$ cat config.mk
export PLATFORM = sky130hd
export DESIGN_NAME = filtered_power_energy_meter
export DESIGN_NICKNAME = d
export VERILOG_FILES = /design/src/fpem_pkg.sv /design/src/filtered_power_energy_meter.sv /design/src/fpem_seq.sv /design/src/fpem_dp.sv
export VERILOG_INCLUDE_DIRS = /design/src /design/src/src
export SDC_FILE = /design/constraint.sdc
export NUM_CORES = 2
export LEC_CHECK = 0
export ABC_CLOCK_PERIOD_IN_PS = 13900
export CAP_MARGIN = 10
export CORE_ASPECT_RATIO = 0.7
export CORE_UTILIZATION = 25
export DETAILED_ROUTE_END_ITERATION = 8
export DONT_BUFFER_PORTS = 1
export MAX_ROUTING_LAYER = met4
export SETUP_SLACK_MARGIN = 0.3
export SYNTH_ARGS = -nofsm -noshare
export SYNTH_HDL_FRONTEND = slang
export SYNTH_HIERARCHICAL = 1
export SYNTH_SLANG_ARGS = --single-unit
$ cat constraint.sdc
create_clock -name clock -period 13.9 [get_ports clock]
set_input_delay 0.695 -clock clock [delete_from_list [all_inputs] [get_ports clock]]
set_output_delay 0.695 -clock clock [all_outputs]
set_load 0.01 [all_outputs]
$ cat src/filtered_power_energy_meter_macros.svh
// Assertion macros for the power meter.
`ifndef FILTERED_POWER_ENERGY_METER_MACROS_SVH
`define FILTERED_POWER_ENERGY_METER_MACROS_SVH
`ifndef SYNTHESIS
`define FPEM_ASSERT(label, clk, rst, prop) \
   label: assert property (@(posedge clk) disable iff (rst) (prop)) \
      else $error("fpem: check failed");
`define FPEM_ASSERT_NEXT(label, clk, rst, pre, post) \
   label: assert property (@(posedge clk) disable iff (rst) (pre) |=> (post)) \
      else $error("fpem: check failed");
`else
`define FPEM_ASSERT(label, clk, rst, prop)
`define FPEM_ASSERT_NEXT(label, clk, rst, pre, post)
`endif
`endif

$ cat src/fpem_pkg.sv
package fpem_pkg;

   localparam int SAMPLE_BITS_DEF   = 12;
   localparam int OUT_FRAC_BITS_DEF = 16;

   localparam int GAIN_W     = 24;
   localparam int FRAC_W     = 24;
   localparam int PERIOD_W   = 32;
   localparam int E_SPLIT    = 16;
   localparam int STATE_W    = 48;
   localparam int VOUT_W     = 32;
   localparam int POUT_W     = 48;
   localparam int EOUT_W     = 64;
   localparam int MUL_W      = 33;
   localparam int PROD_W     = 2 * MUL_W;
   localparam int CSR_IDX_W  = 3;
   localparam int CSR_DATA_W = 32;
   localparam int STEP_BITS  = 4;

   localparam logic [GAIN_W-1:0] WEIGHT_RESET = GAIN_W'(3355);

   typedef logic [STEP_BITS-1:0] step_type;

   // microcode addresses
   localparam step_type ST_IDLE    = STEP_BITS'(0);
   localparam step_type ST_XV      = STEP_BITS'(1);
   localparam step_type ST_XC      = STEP_BITS'(2);
   localparam step_type ST_DHV     = STEP_BITS'(3);
   localparam step_type ST_DLV     = STEP_BITS'(4);
   localparam step_type ST_DHC     = STEP_BITS'(5);
   localparam step_type ST_DLC     = STEP_BITS'(6);
   localparam step_type ST_SC      = STEP_BITS'(7);
   localparam step_type ST_VC      = STEP_BITS'(8);
   localparam step_type ST_PWR     = STEP_BITS'(9);
   localparam step_type ST_PH      = STEP_BITS'(10);
   localparam step_type ST_PL      = STEP_BITS'(11);
   localparam step_type ST_ACC     = STEP_BITS'(12);
   localparam step_type ST_ENERGY  = STEP_BITS'(13);

   typedef enum logic [3:0] {
      MUL_NONE, MUL_XV, MUL_XC, MUL_DHV, MUL_DLV, MUL_DHC, MUL_DLC,
      MUL_VC, MUL_PH, MUL_PL
   } mul_op_type;

   typedef enum logic [3:0] {
      ALU_NOP, ALU_LOAD, ALU_DV, ALU_DC, ALU_ACC_SET, ALU_SV, ALU_SC,
      ALU_PWR, ALU_ACC_ADD, ALU_ENERGY
   } alu_op_type;

   typedef enum logic [1:0] {
      COND_NONE, COND_IN, COND_OUT
   } cond_type;

   typedef enum logic [CSR_IDX_W-1:0] {
      CSR_ZERO_V, CSR_ZERO_C, CSR_GAIN_V, CSR_GAIN_C, CSR_WEIGHT, CSR_PERIOD
   } csr_reg_type;

   typedef struct packed {
      mul_op_type mul;
      alu_op_type alu;
      cond_type   cond;
      logic       jump;
      step_type   target;
   } ctl_word_type;

   typedef struct packed {
      mul_op_type mul;
      alu_op_type alu;
      logic       fire;
   } dp_ctl_type;

   // product issued in step k is in the product register during step k+1
   function automatic ctl_word_type ucode(input step_type step);
      ctl_word_type w;
      w = '{MUL_NONE, ALU_NOP, COND_NONE, 1'b1, ST_IDLE};
      case (step)
         ST_IDLE:   w = '{MUL_NONE, ALU_LOAD,    COND_IN,   1'b0, ST_IDLE};
         ST_XV:     w = '{MUL_XV,   ALU_NOP,     COND_NONE, 1'b0, ST_IDLE};
         ST_XC:     w = '{MUL_XC,   ALU_DV,      COND_NONE, 1'b0, ST_IDLE};
         ST_DHV:    w = '{MUL_DHV,  ALU_DC,      COND_NONE, 1'b0, ST_IDLE};
         ST_DLV:    w = '{MUL_DLV,  ALU_ACC_SET, COND_NONE, 1'b0, ST_IDLE};
         ST_DHC:    w = '{MUL_DHC,  ALU_SV,      COND_NONE, 1'b0, ST_IDLE};
         ST_DLC:    w = '{MUL_DLC,  ALU_ACC_SET, COND_NONE, 1'b0, ST_IDLE};
         ST_SC:     w = '{MUL_NONE, ALU_SC,      COND_NONE, 1'b0, ST_IDLE};
         ST_VC:     w = '{MUL_VC,   ALU_NOP,     COND_NONE, 1'b0, ST_IDLE};
         ST_PWR:    w = '{MUL_NONE, ALU_PWR,     COND_NONE, 1'b0, ST_IDLE};
         ST_PH:     w = '{MUL_PH,   ALU_NOP,     COND_NONE, 1'b0, ST_IDLE};
         ST_PL:     w = '{MUL_PL,   ALU_ACC_SET, COND_NONE, 1'b0, ST_IDLE};
         ST_ACC:    w = '{MUL_NONE, ALU_ACC_ADD, COND_NONE, 1'b0, ST_IDLE};
         ST_ENERGY: w = '{MUL_NONE, ALU_ENERGY,  COND_OUT,  1'b1, ST_IDLE};
         default:   w = '{MUL_NONE, ALU_NOP,     COND_NONE, 1'b1, ST_IDLE};
      endcase
      return w;
   endfunction

   function automatic logic signed [VOUT_W-1:0] sat_48_32(input logic signed [47:0] x);
      logic signed [VOUT_W-1:0] r;
      if ((&x[47:31]) || !(|x[47:31])) begin
         r = x[31:0];
      end else if (x[47]) begin
         r = {1'b1, {31{1'b0}}};
      end else begin
         r = {1'b0, {31{1'b1}}};
      end
      return r;
   endfunction

   function automatic logic signed [POUT_W-1:0] sat_66_48(input logic signed [65:0] x);
      logic signed [POUT_W-1:0] r;
      if ((&x[65:47]) || !(|x[65:47])) begin
         r = x[47:0];
      end else if (x[65]) begin
         r = {1'b1, {47{1'b0}}};
      end else begin
         r = {1'b0, {47{1'b1}}};
      end
      return r;
   endfunction

   function automatic logic signed [EOUT_W-1:0] sat_66_64(input logic signed [65:0] x);
      logic signed [EOUT_W-1:0] r;
      if ((&x[65:63]) || !(|x[65:63])) begin
         r = x[63:0];
      end else if (x[65]) begin
         r = {1'b1, {63{1'b0}}};
      end else begin
         r = {1'b0, {63{1'b1}}};
      end
      return r;
   endfunction

endpackage

$ cat src/filtered_power_energy_meter.sv
// Power meter with low-pass smoothing: each item of one voltage and one current ADC code
// yields the filtered voltage, filtered current, their product and the saturating energy
// total. The result is written to the output register by the last microcode step, and a new item can be
// accepted only in the idle step (later still while a previous result is not yet taken); one
// shared 33x33 multiplier computes the item's nine products in turn under a 14-step
// microcode program. A new item is accepted while the previous result waits in the output
// register.
// Configuration writes are registered, take effect in the next cycle and are always accepted;
// write only when the block is idle. No clearing pass follows reset.
module filtered_power_energy_meter #(
   parameter int SAMPLE_BITS   = fpem_pkg::SAMPLE_BITS_DEF,
   parameter int OUT_FRAC_BITS = fpem_pkg::OUT_FRAC_BITS_DEF
) (
   input  logic                                clock,
   input  logic                                reset,
   input  logic                                req_valid,
   output logic                                req_ready,
   input  logic [SAMPLE_BITS-1:0]              req_voltage_sample,
   input  logic [SAMPLE_BITS-1:0]              req_current_sample,
   output logic                                rsp_valid,
   input  logic                                rsp_ready,
   output logic signed [fpem_pkg::VOUT_W-1:0]  rsp_voltage_out,
   output logic signed [fpem_pkg::VOUT_W-1:0]  rsp_current_out,
   output logic signed [fpem_pkg::POUT_W-1:0]  rsp_power_out,
   output logic signed [fpem_pkg::EOUT_W-1:0]  rsp_energy_out,
   input  logic                                csr_valid,
   output logic                                csr_ready,
   input  logic [fpem_pkg::CSR_IDX_W-1:0]      csr_index,
   input  logic [fpem_pkg::CSR_DATA_W-1:0]     csr_data
);

   fpem_pkg::dp_ctl_type ctl;

   assign csr_ready = 1'b1;

   fpem_seq u_seq (
      .clock     (clock),
      .reset     (reset),
      .req_valid (req_valid),
      .req_ready (req_ready),
      .rsp_valid (rsp_valid),
      .rsp_ready (rsp_ready),
      .ctl       (ctl)
   );

   fpem_dp #(
      .SAMPLE_BITS   (SAMPLE_BITS),
      .OUT_FRAC_BITS (OUT_FRAC_BITS)
   ) u_dp (
      .clock              (clock),
      .reset              (reset),
      .ctl                (ctl),
      .req_voltage_sample (req_voltage_sample),
      .req_current_sample (req_current_sample),
      .csr_valid          (csr_valid & csr_ready),
      .csr_index          (csr_index),
      .csr_data           (csr_data),
      .rsp_voltage_out    (rsp_voltage_out),
      .rsp_current_out    (rsp_current_out),
      .rsp_power_out      (rsp_power_out),
      .rsp_energy_out     (rsp_energy_out)
   );

endmodule

$ cat src/fpem_seq.sv
`include "filtered_power_energy_meter_macros.svh"

module fpem_seq (
   input  logic                   clock,
   input  logic                   reset,
   input  logic                   req_valid,
   output logic                   req_ready,
   output logic                   rsp_valid,
   input  logic                   rsp_ready,
   output fpem_pkg::dp_ctl_type   ctl
);

   fpem_pkg::step_type     step_ff;
   fpem_pkg::step_type     step_in;
   logic                   rsp_valid_ff;
   logic                   rsp_valid_in;
   fpem_pkg::ctl_word_type cw;
   logic                   hold;

   assign cw = fpem_pkg::ucode(step_ff);

   always_comb begin
      case (cw.cond)
         fpem_pkg::COND_IN:  hold = !req_valid;
         fpem_pkg::COND_OUT: hold = rsp_valid_ff && !rsp_ready;
         default:            hold = 1'b0;
      endcase

      if (hold) begin
         step_in = step_ff;
      end else if (cw.jump) begin
         step_in = cw.target;
      end else begin
         step_in = fpem_pkg::STEP_BITS'(step_ff + 1'b1);
      end

      if (!hold && cw.alu == fpem_pkg::ALU_ENERGY) begin
         rsp_valid_in = 1'b1;
      end else if (rsp_ready) begin
         rsp_valid_in = 1'b0;
      end else begin
         rsp_valid_in = rsp_valid_ff;
      end
   end

   always_ff @(posedge clock) begin
      if (reset) begin
         step_ff      <= fpem_pkg::ST_IDLE;
         rsp_valid_ff <= 1'b0;
      end else begin
         step_ff      <= step_in;
         rsp_valid_ff <= rsp_valid_in;
      end
   end

   assign req_ready = (cw.cond == fpem_pkg::COND_IN);
   assign rsp_valid = rsp_valid_ff;
   assign ctl.mul   = cw.mul;
   assign ctl.alu   = cw.alu;
   assign ctl.fire  = !hold;

   `FPEM_ASSERT_NEXT(a_accept_starts, clock, reset, req_valid && req_ready, step_ff == fpem_pkg::ST_XV)
   `FPEM_ASSERT(a_step_range, clock, reset, step_ff <= fpem_pkg::ST_ENERGY)
   `FPEM_ASSERT(a_rsp_from_last, clock, reset, $rose(rsp_valid_ff) |-> $past(step_ff) == fpem_pkg::ST_ENERGY)
   `FPEM_ASSERT_NEXT(a_stall_holds, clock, reset, step_ff == fpem_pkg::ST_ENERGY && rsp_valid_ff && !rsp_ready, step_ff == fpem_pkg::ST_ENERGY && rsp_valid_ff)

endmodule

$ cat src/fpem_dp.sv
module fpem_dp #(
   parameter int SAMPLE_BITS   = fpem_pkg::SAMPLE_BITS_DEF,
   parameter int OUT_FRAC_BITS = fpem_pkg::OUT_FRAC_BITS_DEF
) (
   input  logic                                    clock,
   input  logic                                    reset,
   input  fpem_pkg::dp_ctl_type                    ctl,
   input  logic [SAMPLE_BITS-1:0]                  req_voltage_sample,
   input  logic [SAMPLE_BITS-1:0]                  req_current_sample,
   input  logic                                    csr_valid,
   input  logic [fpem_pkg::CSR_IDX_W-1:0]          csr_index,
   input  logic [fpem_pkg::CSR_DATA_W-1:0]         csr_data,
   output logic signed [fpem_pkg::VOUT_W-1:0]      rsp_voltage_out,
   output logic signed [fpem_pkg::VOUT_W-1:0]      rsp_current_out,
   output logic signed [fpem_pkg::POUT_W-1:0]      rsp_power_out,
   output logic signed [fpem_pkg::EOUT_W-1:0]      rsp_energy_out
);

   localparam int DIFF_W = SAMPLE_BITS + 1;
   localparam int MW     = fpem_pkg::MUL_W;
   localparam int PRW    = fpem_pkg::PROD_W;
   localparam int GW     = fpem_pkg::GAIN_W;
   localparam int FW     = fpem_pkg::FRAC_W;
   localparam int TW     = fpem_pkg::PERIOD_W;
   localparam int ES     = fpem_pkg::E_SPLIT;
   localparam int STW    = fpem_pkg::STATE_W;
   localparam int VW     = fpem_pkg::VOUT_W;
   localparam int PWW    = fpem_pkg::POUT_W;
   localparam int EW     = fpem_pkg::EOUT_W;
   localparam int SHIFT_V = FW - OUT_FRAC_BITS;

   // configuration
   logic [SAMPLE_BITS-1:0] zv_ff, zv_in, zc_ff, zc_in;
   logic [GW-1:0]          gv_ff, gv_in, gc_ff, gc_in, w_ff, w_in;
   logic [TW-1:0]          t_ff, t_in;

   // state
   logic signed [STW-1:0]  sv_ff, sv_in, sc_ff, sc_in;
   logic signed [EW-1:0]   energy_ff, energy_in;

   // working registers
   logic [SAMPLE_BITS-1:0] vs_ff, vs_in, cs_ff, cs_in;
   logic signed [STW-1:0]  dv_ff, dv_in, dc_ff, dc_in;
   logic signed [PRW-1:0]  prod_ff, prod_in, acc_ff, acc_in;
   logic signed [VW-1:0]   vo_ff, vo_in, co_ff, co_in;
   logic signed [PWW-1:0]  p_ff, p_in;

   // result item
   logic signed [VW-1:0]   rv_ff, rv_in, rc_ff, rc_in;
   logic signed [PWW-1:0]  rp_ff, rp_in;
   logic signed [EW-1:0]   re_ff, re_in;

   logic signed [DIFF_W-1:0] diff_v, diff_c;
   logic signed [MW-1:0]     mul_a, mul_b;
   logic signed [MW-1:0]     w_op, t_op;
   logic signed [STW-1:0]    st_sel, d_new, f_sum;
   logic signed [VW-1:0]     f_sat;
   logic signed [PWW-1:0]    p_new;
   logic signed [PRW-1:0]    acc_sum, e_sum;
   logic signed [EW-1:0]     e_new;

   assign diff_v = $signed({1'b0, vs_ff}) - $signed({1'b0, zv_ff});
   assign diff_c = $signed({1'b0, cs_ff}) - $signed({1'b0, zc_ff});
   assign w_op   = $signed({{(MW-GW){1'b0}}, w_ff});
   assign t_op   = $signed({{(MW-TW){1'b0}}, t_ff});

   always_comb begin
      case (ctl.mul)
         fpem_pkg::MUL_XV: begin
            mul_a = MW'(diff_v);
            mul_b = $signed({{(MW-GW){1'b0}}, gv_ff});
         end
         fpem_pkg::MUL_XC: begin
            mul_a = MW'(diff_c);
            mul_b = $signed({{(MW-GW){1'b0}}, gc_ff});
         end
         fpem_pkg::MUL_DHV: begin
            mul_a = MW'($signed(dv_ff[STW-1:FW]));
            mul_b = w_op;
         end
         fpem_pkg::MUL_DLV: begin
            mul_a = $signed({{(MW-FW){1'b0}}, dv_ff[FW-1:0]});
            mul_b = w_op;
         end
         fpem_pkg::MUL_DHC: begin
            mul_a = MW'($signed(dc_ff[STW-1:FW]));
            mul_b = w_op;
         end
         fpem_pkg::MUL_DLC: begin
            mul_a = $signed({{(MW-FW){1'b0}}, dc_ff[FW-1:0]});
            mul_b = w_op;
         end
         fpem_pkg::MUL_VC: begin
            mul_a = MW'(vo_ff);
            mul_b = MW'(co_ff);
         end
         fpem_pkg::MUL_PH: begin
            mul_a = MW'($signed(p_ff[PWW-1:ES]));
            mul_b = t_op;
         end
         fpem_pkg::MUL_PL: begin
            mul_a = $signed({{(MW-ES){1'b0}}, p_ff[ES-1:0]});
            mul_b = t_op;
         end
         default: begin
            mul_a = '0;
            mul_b = '0;
         end
      endcase
   end

   assign prod_in = mul_a * mul_b;

   // filter: s + d*w/2^24 = s + dh*w + floor(dl*w/2^24)
   assign st_sel  = (ctl.alu == fpem_pkg::ALU_DC || ctl.alu == fpem_pkg::ALU_SC) ? sc_ff : sv_ff;
   assign d_new   = $signed(prod_ff[STW-1:0]) - st_sel;
   assign f_sum   = st_sel + $signed(acc_ff[STW-1:0])
                    + $signed({{(STW-FW){1'b0}}, prod_ff[2*FW-1:FW]});
   assign f_sat   = fpem_pkg::sat_48_32(f_sum >>> SHIFT_V);
   assign p_new   = fpem_pkg::sat_66_48(prod_ff >>> OUT_FRAC_BITS);
   assign acc_sum = acc_ff + $signed({{ES{1'b0}}, prod_ff[PRW-1:ES]});
   assign e_sum   = PRW'(energy_ff) + (acc_ff >>> ES);
   assign e_new   = fpem_pkg::sat_66_64(e_sum);

   always_comb begin
      zv_in = zv_ff;
      zc_in = zc_ff;
      gv_in = gv_ff;
      gc_in = gc_ff;
      w_in  = w_ff;
      t_in  = t_ff;
      sv_in = sv_ff;
      sc_in = sc_ff;
      energy_in = energy_ff;
      vs_in = vs_ff;
      cs_in = cs_ff;
      dv_in = dv_ff;
      dc_in = dc_ff;
      acc_in = acc_ff;
      vo_in = vo_ff;
      co_in = co_ff;
      p_in  = p_ff;
      rv_in = rv_ff;
      rc_in = rc_ff;
      rp_in = rp_ff;
      re_in = re_ff;

      if (csr_valid) begin
         case (csr_index)
            fpem_pkg::CSR_ZERO_V: zv_in = csr_data[SAMPLE_BITS-1:0];
            fpem_pkg::CSR_ZERO_C: zc_in = csr_data[SAMPLE_BITS-1:0];
            fpem_pkg::CSR_GAIN_V: gv_in = csr_data[GW-1:0];
            fpem_pkg::CSR_GAIN_C: gc_in = csr_data[GW-1:0];
            fpem_pkg::CSR_WEIGHT: w_in  = csr_data[GW-1:0];
            fpem_pkg::CSR_PERIOD: t_in  = csr_data[TW-1:0];
            default: ;
         endcase
      end

      if (ctl.fire) begin
         case (ctl.alu)
            fpem_pkg::ALU_LOAD: begin
               vs_in = req_voltage_sample;
               cs_in = req_current_sample;
            end
            fpem_pkg::ALU_DV:      dv_in  = d_new;
            fpem_pkg::ALU_DC:      dc_in  = d_new;
            fpem_pkg::ALU_ACC_SET: acc_in = prod_ff;
            fpem_pkg::ALU_SV: begin
               sv_in = f_sum;
               vo_in = f_sat;
            end
            fpem_pkg::ALU_SC: begin
               sc_in = f_sum;
               co_in = f_sat;
            end
            fpem_pkg::ALU_PWR:     p_in   = p_new;
            fpem_pkg::ALU_ACC_ADD: acc_in = acc_sum;
            fpem_pkg::ALU_ENERGY: begin
               energy_in = e_new;
               rv_in = vo_ff;
               rc_in = co_ff;
               rp_in = p_ff;
               re_in = e_new;
            end
            default: ;
         endcase
      end
   end

   always_ff @(posedge clock) begin
      if (reset) begin
         zv_ff     <= '0;
         zc_ff     <= '0;
         gv_ff     <= '0;
         gc_ff     <= '0;
         w_ff      <= fpem_pkg::WEIGHT_RESET;
         t_ff      <= '0;
         sv_ff     <= '0;
         sc_ff     <= '0;
         energy_ff <= '0;
      end else begin
         zv_ff     <= zv_in;
         zc_ff     <= zc_in;
         gv_ff     <= gv_in;
         gc_ff     <= gc_in;
         w_ff      <= w_in;
         t_ff      <= t_in;
         sv_ff     <= sv_in;
         sc_ff     <= sc_in;
         energy_ff <= energy_in;
      end
   end

   always_ff @(posedge clock) begin
      vs_ff   <= vs_in;
      cs_ff   <= cs_in;
      dv_ff   <= dv_in;
      dc_ff   <= dc_in;
      prod_ff <= prod_in;
      acc_ff  <= acc_in;
      vo_ff   <= vo_in;
      co_ff   <= co_in;
      p_ff    <= p_in;
      rv_ff   <= rv_in;
      rc_ff   <= rc_in;
      rp_ff   <= rp_in;
      re_ff   <= re_in;
   end

   assign rsp_voltage_out = rv_ff;
   assign rsp_current_out = rc_ff;
   assign rsp_power_out   = rp_ff;
   assign rsp_energy_out  = re_ff;

endmodule
; Word-level counts from Yosys, hierarchy flattened
; Memories as Yosys holds them, arrays and structs flattened. A register that Yosys moved wholly into a read port is not among the register bits.
; Cells that the tools add are included.
[op_classes]
add_sub_neg = 8
n_reduce_logical = 37
bitwise = 1
n_mux = 16
eq_ne = 25
n_mul = 1
[ops]
columns = operator, n
row1 = $pmux W33 S9, 1
row2 = $pmux W33 S5, 1
row3 = $mux W48, 3
row4 = $pmux W66 S2, 1
row5 = $mux W64, 2
row6 = $add A66 B51 Y66, 1
row7 = $mul A33 B33 Y66, 1
row8 = $add A64 B50 Y65, 1
row9 = $mux W32, 2
row10 = $add A48 B25 Y48, 1
row11 = $add A48 B48 Y48, 1
row12 = $sub A48 B48 Y48, 1
row13 = $eq A4 B3 Y1 const B, 8
row14 = $reduce_and A2 Y1, 14
row15 = $sub A12 B12 Y13, 2
row16 = $eq A4 B2 Y1 const B, 4
row17 = $eq A4 B4 Y1 const B, 4
row18 = $mux W4, 3
row19 = $reduce_and A9 Y1, 1
row20 = $reduce_or A9 Y1, 1
row21 = $eq A4 B1 Y1 const B, 2
row22 = $eq A3 B2 Y1 const B, 2
row23 = $eq A3 B3 Y1 const B, 2
row24 = $logic_not A1 Y1, 6
row25 = other kinds (15), 23
[word_totals]
elab_cells = 113
n_memories = 1
register_bits = 833
input_bits = 64
rom_bits = 176
output_inout_bits = 179
[mem_list]
columns = memory, depth, width, read_ports, rd_ports_with_merged_regs, wr, line_no
row1 = (no name shown), 16, 11, 1, 1, 0, fpem_pkg.sv:76  ; case (step)

; Depth between registers and ports, before layout
[depth]
word_depth = 9
ltp_mapped = 45
mapped_depth_nobuf = 43

; Modules after synthesis
; Netlist, hierarchy kept.
[modules_own_cells]
columns = module, area_per_inst_um2, cells_per_inst, seq_area_each_um2, n_inst
row1 = fpem_dp, 80173.1, 8563, 21320.4, 1
row2 = fpem_seq, 928.4, 95, 320.3, 1
row3 = filtered_power_energy_meter, 11.3, 2, 0.0, 1

; Worst setup path after synthesis
; No wires, ideal clock.
[synth_path]
kind = in2reg
from = in rsp_ready
to = reg u_dp.acc_ff[0], enable pin
path_buffers = 1
arrival_time_ns = 11.643
required_ns = 13.058
path_stages = 6
setup_slack_ns = 1.415
setup_time_ns = 0.842
path_cell_list = and4bb_4 > or2_1 > buf_2 > inv_1 > inv_1 > a2111oi_0
[synth_between]
elab_chain_len = 5
[synth_lines]
columns = element, line_no
row1 = from (decl), filtered_power_energy_meter.sv:21  ; input logic rsp_ready,
row2 = $logic_not A1 Y1, fpem_seq.sv:25  ; fpem_pkg::COND_OUT: hold = rsp_valid_ff && !rsp_ready;
row3 = $logic_and A1 B1 Y1, fpem_seq.sv:25
row4 = $pmux W1 S2, fpem_seq.sv:23  ; case (cw.cond)
row5 = $not A1 Y1 (no source line), n/a
row6 = $reduce_and A2 Y1 (no source line), n/a
row7 = to (signal assigned), fpem_dp.sv:221  ; acc_ff <= acc_in;
row8 = to (decl), fpem_dp.sv:44  ; logic signed [PRW-1:0] prod_ff, prod_in, acc_ff, acc_in;
; Every way passes these cells.
; A chain may end at the register's enable or synchronous reset.

; Final worst setup path
[layout_path]
from = reg u_dp.cs_ff[0]
to = reg u_dp.prod_ff[64]
[layout_between]
elab_chain_len = 3
[layout_lines]
columns = element, line_no
row1 = from (decl), fpem_dp.sv:42  ; logic [SAMPLE_BITS-1:0] vs_ff, vs_in, cs_ff, cs_in;
row2 = from (signal assigned), fpem_dp.sv:217  ; cs_ff <= cs_in;
row3 = $sub A12 B12 Y13, fpem_dp.sv:63  ; assign diff_c = $signed({1'b0, cs_ff}) - $signed({1'b0, zc_ff});
row4 = $pmux W33 S9, fpem_dp.sv:68  ; case (ctl.mul)
row5 = $mul A33 B33 Y66, fpem_dp.sv:112  ; assign prod_in = mul_a * mul_b;
row6 = net u_dp.prod_in[64], fpem_dp.sv:44
row7 = to (signal assigned), fpem_dp.sv:220  ; prod_ff <= prod_in;
row8 = to (decl), fpem_dp.sv:44
; The timed path passes the listed nets, and every way through them passes these cells.

==> reports/qor.csv <==
stage,metric,value,unit
status,outcome,"finished, violations left",
status,failing checks,slew limit,
layout,finished layout cell area,89600,um^2
synthesis,post-synth top area share,28.4,%
synthesis,Synth Register Bits,844,
synthesis,count of cell types in the netlist,98,
floorplan,DIE HEIGHT,479,um
sta,WHS,0.0788,ns
cts,Post-CTS Repair Setup Buffers,0,
global_route,initial antenna violation count,28,
setup_path,WP data arrival,13.72,ns
synthesis,xor-xnor portion of the synthesized cell area,3.04,%
power,Comb pwr share,56.5,%
drt,Post-DRT Antenna Nets,0,
flow_run,maxcap violations,0,
setup_path,CP Launch Type,register,
setup_path,CP Class,reg2reg,
floorplan,DIE AREA,327000,um^2
setup_path,Critical-path top delay cell,fa_1,
power,sequential power share,24.3,%
synthesis,"Top FF cell, synth",edfxtp_1,
synthesis,Post-Synth Simple-Gate Area,13.7,%
place,Placement Cell Area,86400,um^2
synthesis,Post-Syn Nets,10400,
layout,Nets,10200,
synthesis,yosys warns,6,
synthesis,synth top area cells,"fa_1 (28%), edfxtp_1 (18%), dfxtp_1 (9.1%), ha_1 (7.4%), nand2_1 (7.2%)",
drt,vias per cell,4.89,
sta,RSZ-0062 raised after global routing,no,
sta,Relative slew margins,-12.9,%
power,Tot Pwr,13.4,mW
place,Port Buffers,0,
cts,number of gates resized after CTS,0,
synthesis,post-synthesis sequential area ratio,26.7,%
place,dpl cells,12700,
power,NetSw,6.61,mW
cts,TritonCTS Buffers,89,
global_route,largest net degree at the start of global routing,248,
sta,final hold vios,0,
sta,Clock Skew,0.0546,ns
sta,measured slew at the worst slew-check pin,1.69,ns
setup_path,Crit Path Max Fanout,36,
power,Cell Pwr Density,150,nW/um^2
synthesis,post-synthesis mux area share,0.739,%
drt,DRC,0,
floorplan,Row Count,174,
cts,clock latency on the worst-skew pair,0.73,ns
power,Int Pwr,6.79,mW
place,Placer Congestion,0.998,
synthesis,largest family of logic cells by synthesized area,adder cells,
power,switching share of power,49.3,%
synthesis,Async SR Flop Fraction,0,%
cts,CTS Root Cell,clkbuf_16,
synthesis,Syn Std Cell Area,81100,um^2
min_path,Hold/Removal Path Class,in2reg,
global_route,GRT Overall Usage,17.9,%
synthesis,Mean Syn Cell Area,9.37,um^2
cts,H-tree levels,3,
global_route,number of global-route vias before repair,59900,
layout,"commonest non-fill, non-tap cell in the layout",nand2_1,
power,Clock power frac,19.2,%
sta,Final period util,94.6,%
sta,Final WS setup,0.747,ns
setup_path,"Req. time, crit path",14.47,ns
global_route,GRT Residual Overflow,0,
floorplan,Core ar.,322000,um^2
synthesis,Syn Inst Count,8660,
sta,setup TNS,0,ns
synthesis,Synth Area in Compound Gates,11.6,%
drt,wire per inst,22.4,um
setup_path,Worst setup EP type,register,
floorplan,Die X,683,um
synthesis,Post-synth EDFFs,474,
layout,most frequent cells in the layout,"nand2_1 (1558), inv_1 (1264), fa_1 (1152)",
cts,CTS sink cnt,844,
layout,fin util,27.8,%
setup_path,Critical Path Max Stage Delay,0.71,ns
cts,Clock Pin Slew Worst Setup and Hold Paths,0.07,ns
sta,Final min period,13.15,ns
layout,final std cells w/o fill,12900,
sta,final setup vio count,0,
cts,Max Root-Sink Buffers,3,
sta,Max Fclk,76.0,MHz
sta,"Slew Viols, Final",117,
global_route,first-pass GRT wire length,420,mm
drt,via count,63100,
cts,TritonCTS clock tree,done,
power,Leakage,38.8,nW
floorplan,Starting Density,25.2,%
synthesis,leading area contributor after synthesis,fa_1,
floorplan,num ports,243,
layout,layout cells sized above 1,5.02,%
synthesis,Adder-Cell Fraction of Synth Area,36.4,%
setup_path,Most common cell on crit path,fa_1,
drt,1st-iter DRT viols,7611,
layout,area grow syn2layout,10.5,%
drt,Detailed Route WL,289,mm
place,dpl hpwl,232,mm
place,Place WS,0.865,ns
drt,Initial DRT Pass Iterations,7,
cts,"Hold-fix buffers, CTS",0,
power,maximum vdd drop,0.197,mV
## Yosys cell counts, types with 12 or more instances
master	instances
a221oi_1	16
xor2_1	94
a22oi_1	88
a211oi_1	35
or3_1	22
clkbuf_1	370
nand2b_1	40
o21a_1	31
a31oi_1	39
fa_1	1152
a222oi_1	28
maj3_1	42
nand3b_1	12
xnor2_1	184
nand2_1	1558
nor3_1	58
mux2i_1	52
a21boi_0	18
a21o_1	165
ha_1	479
o21bai_1	36
inv_1	1265
a22o_1	12
nand4_1	47
a21oi_1	548
a311oi_1	16
o21ai_0	258
and2_1	71
nor2b_1	43
o31ai_1	22
a221o_1	22
edfxtp_1	474
nor2_1	573
or2_2	15
and4_1	12
and3_1	62
dfxtp_1	370
nand3_1	86
o211ai_1	19
buf_1	31
## routing by layer
metal	global-route usage (%)	up-vias	wire (um)
met5	-	-	0
met4	4.36	0	8120
met3	5.77	369	37700
met2	24.0	3255	116000
met1	25.6	31700	127000
li1	-	27800	-
## cell type report
cell class,count,area (um^2)
fillers,34000,232000
multi-input cells,6120,53300
flip-flops and latches,844,21600
well taps,4312,5400
inverters,1270,4780
clock buffers,108,2450
repair buffers,173,1320
clock inverters,59,638
diodes,23,57.6
## power by group through the flow
| stage | Sequential, mW | Clock [mW] | Combinational (mW) |
|---|---|---|---|
| 2_1_floorplan | 3.21 | 0 | 4.62 |
| 3_3_place_gp | 3.30 | 0 | 7.23 |
| 3_5_place_dp | 3.30 | 0 | 7.28 |
| 4_1_cts | 3.25 | 2.61 | 7.32 |
| 5_1_grt | 3.26 | 2.71 | 8.13 |
| 6_report | 3.25 | 2.57 | 7.58 |
## path summary, 6_finish.rpt
| check | start | endpoint | slack, ns | cells past startpoint |
|---|---|---|---|---|
| max | u_dp/cs_ff[0] | u_dp/prod_ff[64] | 0.75 | 44 |
| max reg2reg | u_dp/cs_ff[0] | u_dp/prod_ff[64] | 0.75 | 44 |
| min | req_current_sample[0] | u_dp/cs_ff[0] | 0.08 | 0 |
| min reg2reg | u_dp/energy_ff[23] | u_dp/energy_ff[23] | 0.44 | 2 |
## flip-flops by register name, indices dropped and copies added (netlist names), 64 cells and up
register,flops
u_dp/acc_ff,66
u_dp/prod_ff,66
u_dp/energy_ff,64
u_dp/rsp_energy_out,64
## kinds of logic (layout without fill, tap and decap cells)
group,after synthesis,in the layout
multiplexers,58,58
other,1,24
adder cells (fa/ha/maj),1674,1674
AO/OA/AOI/OAI,1471,1471
AND/OR/NAND/NOR,2636,2636
buffers and inverters,1696,1610
flip-flops,844,844
XOR/XNOR,280,280
## critical path: cells and delay by family (launching register included)
| kind | cells | cell delay [ns] |
|---|---|---|
| and+or+nand+nor | 6 | 1.54 |
| xor gates and xnor gates | 1 | 0.16 |
| DFF | 1 | 0.33 |
| AOI/OAI and AO/OA | 17 | 4.41 |
| buffers and inverters | 9 | 1.24 |
| adders and majority gates | 11 | 5.29 |
Power figures use the tool's default switching activity.
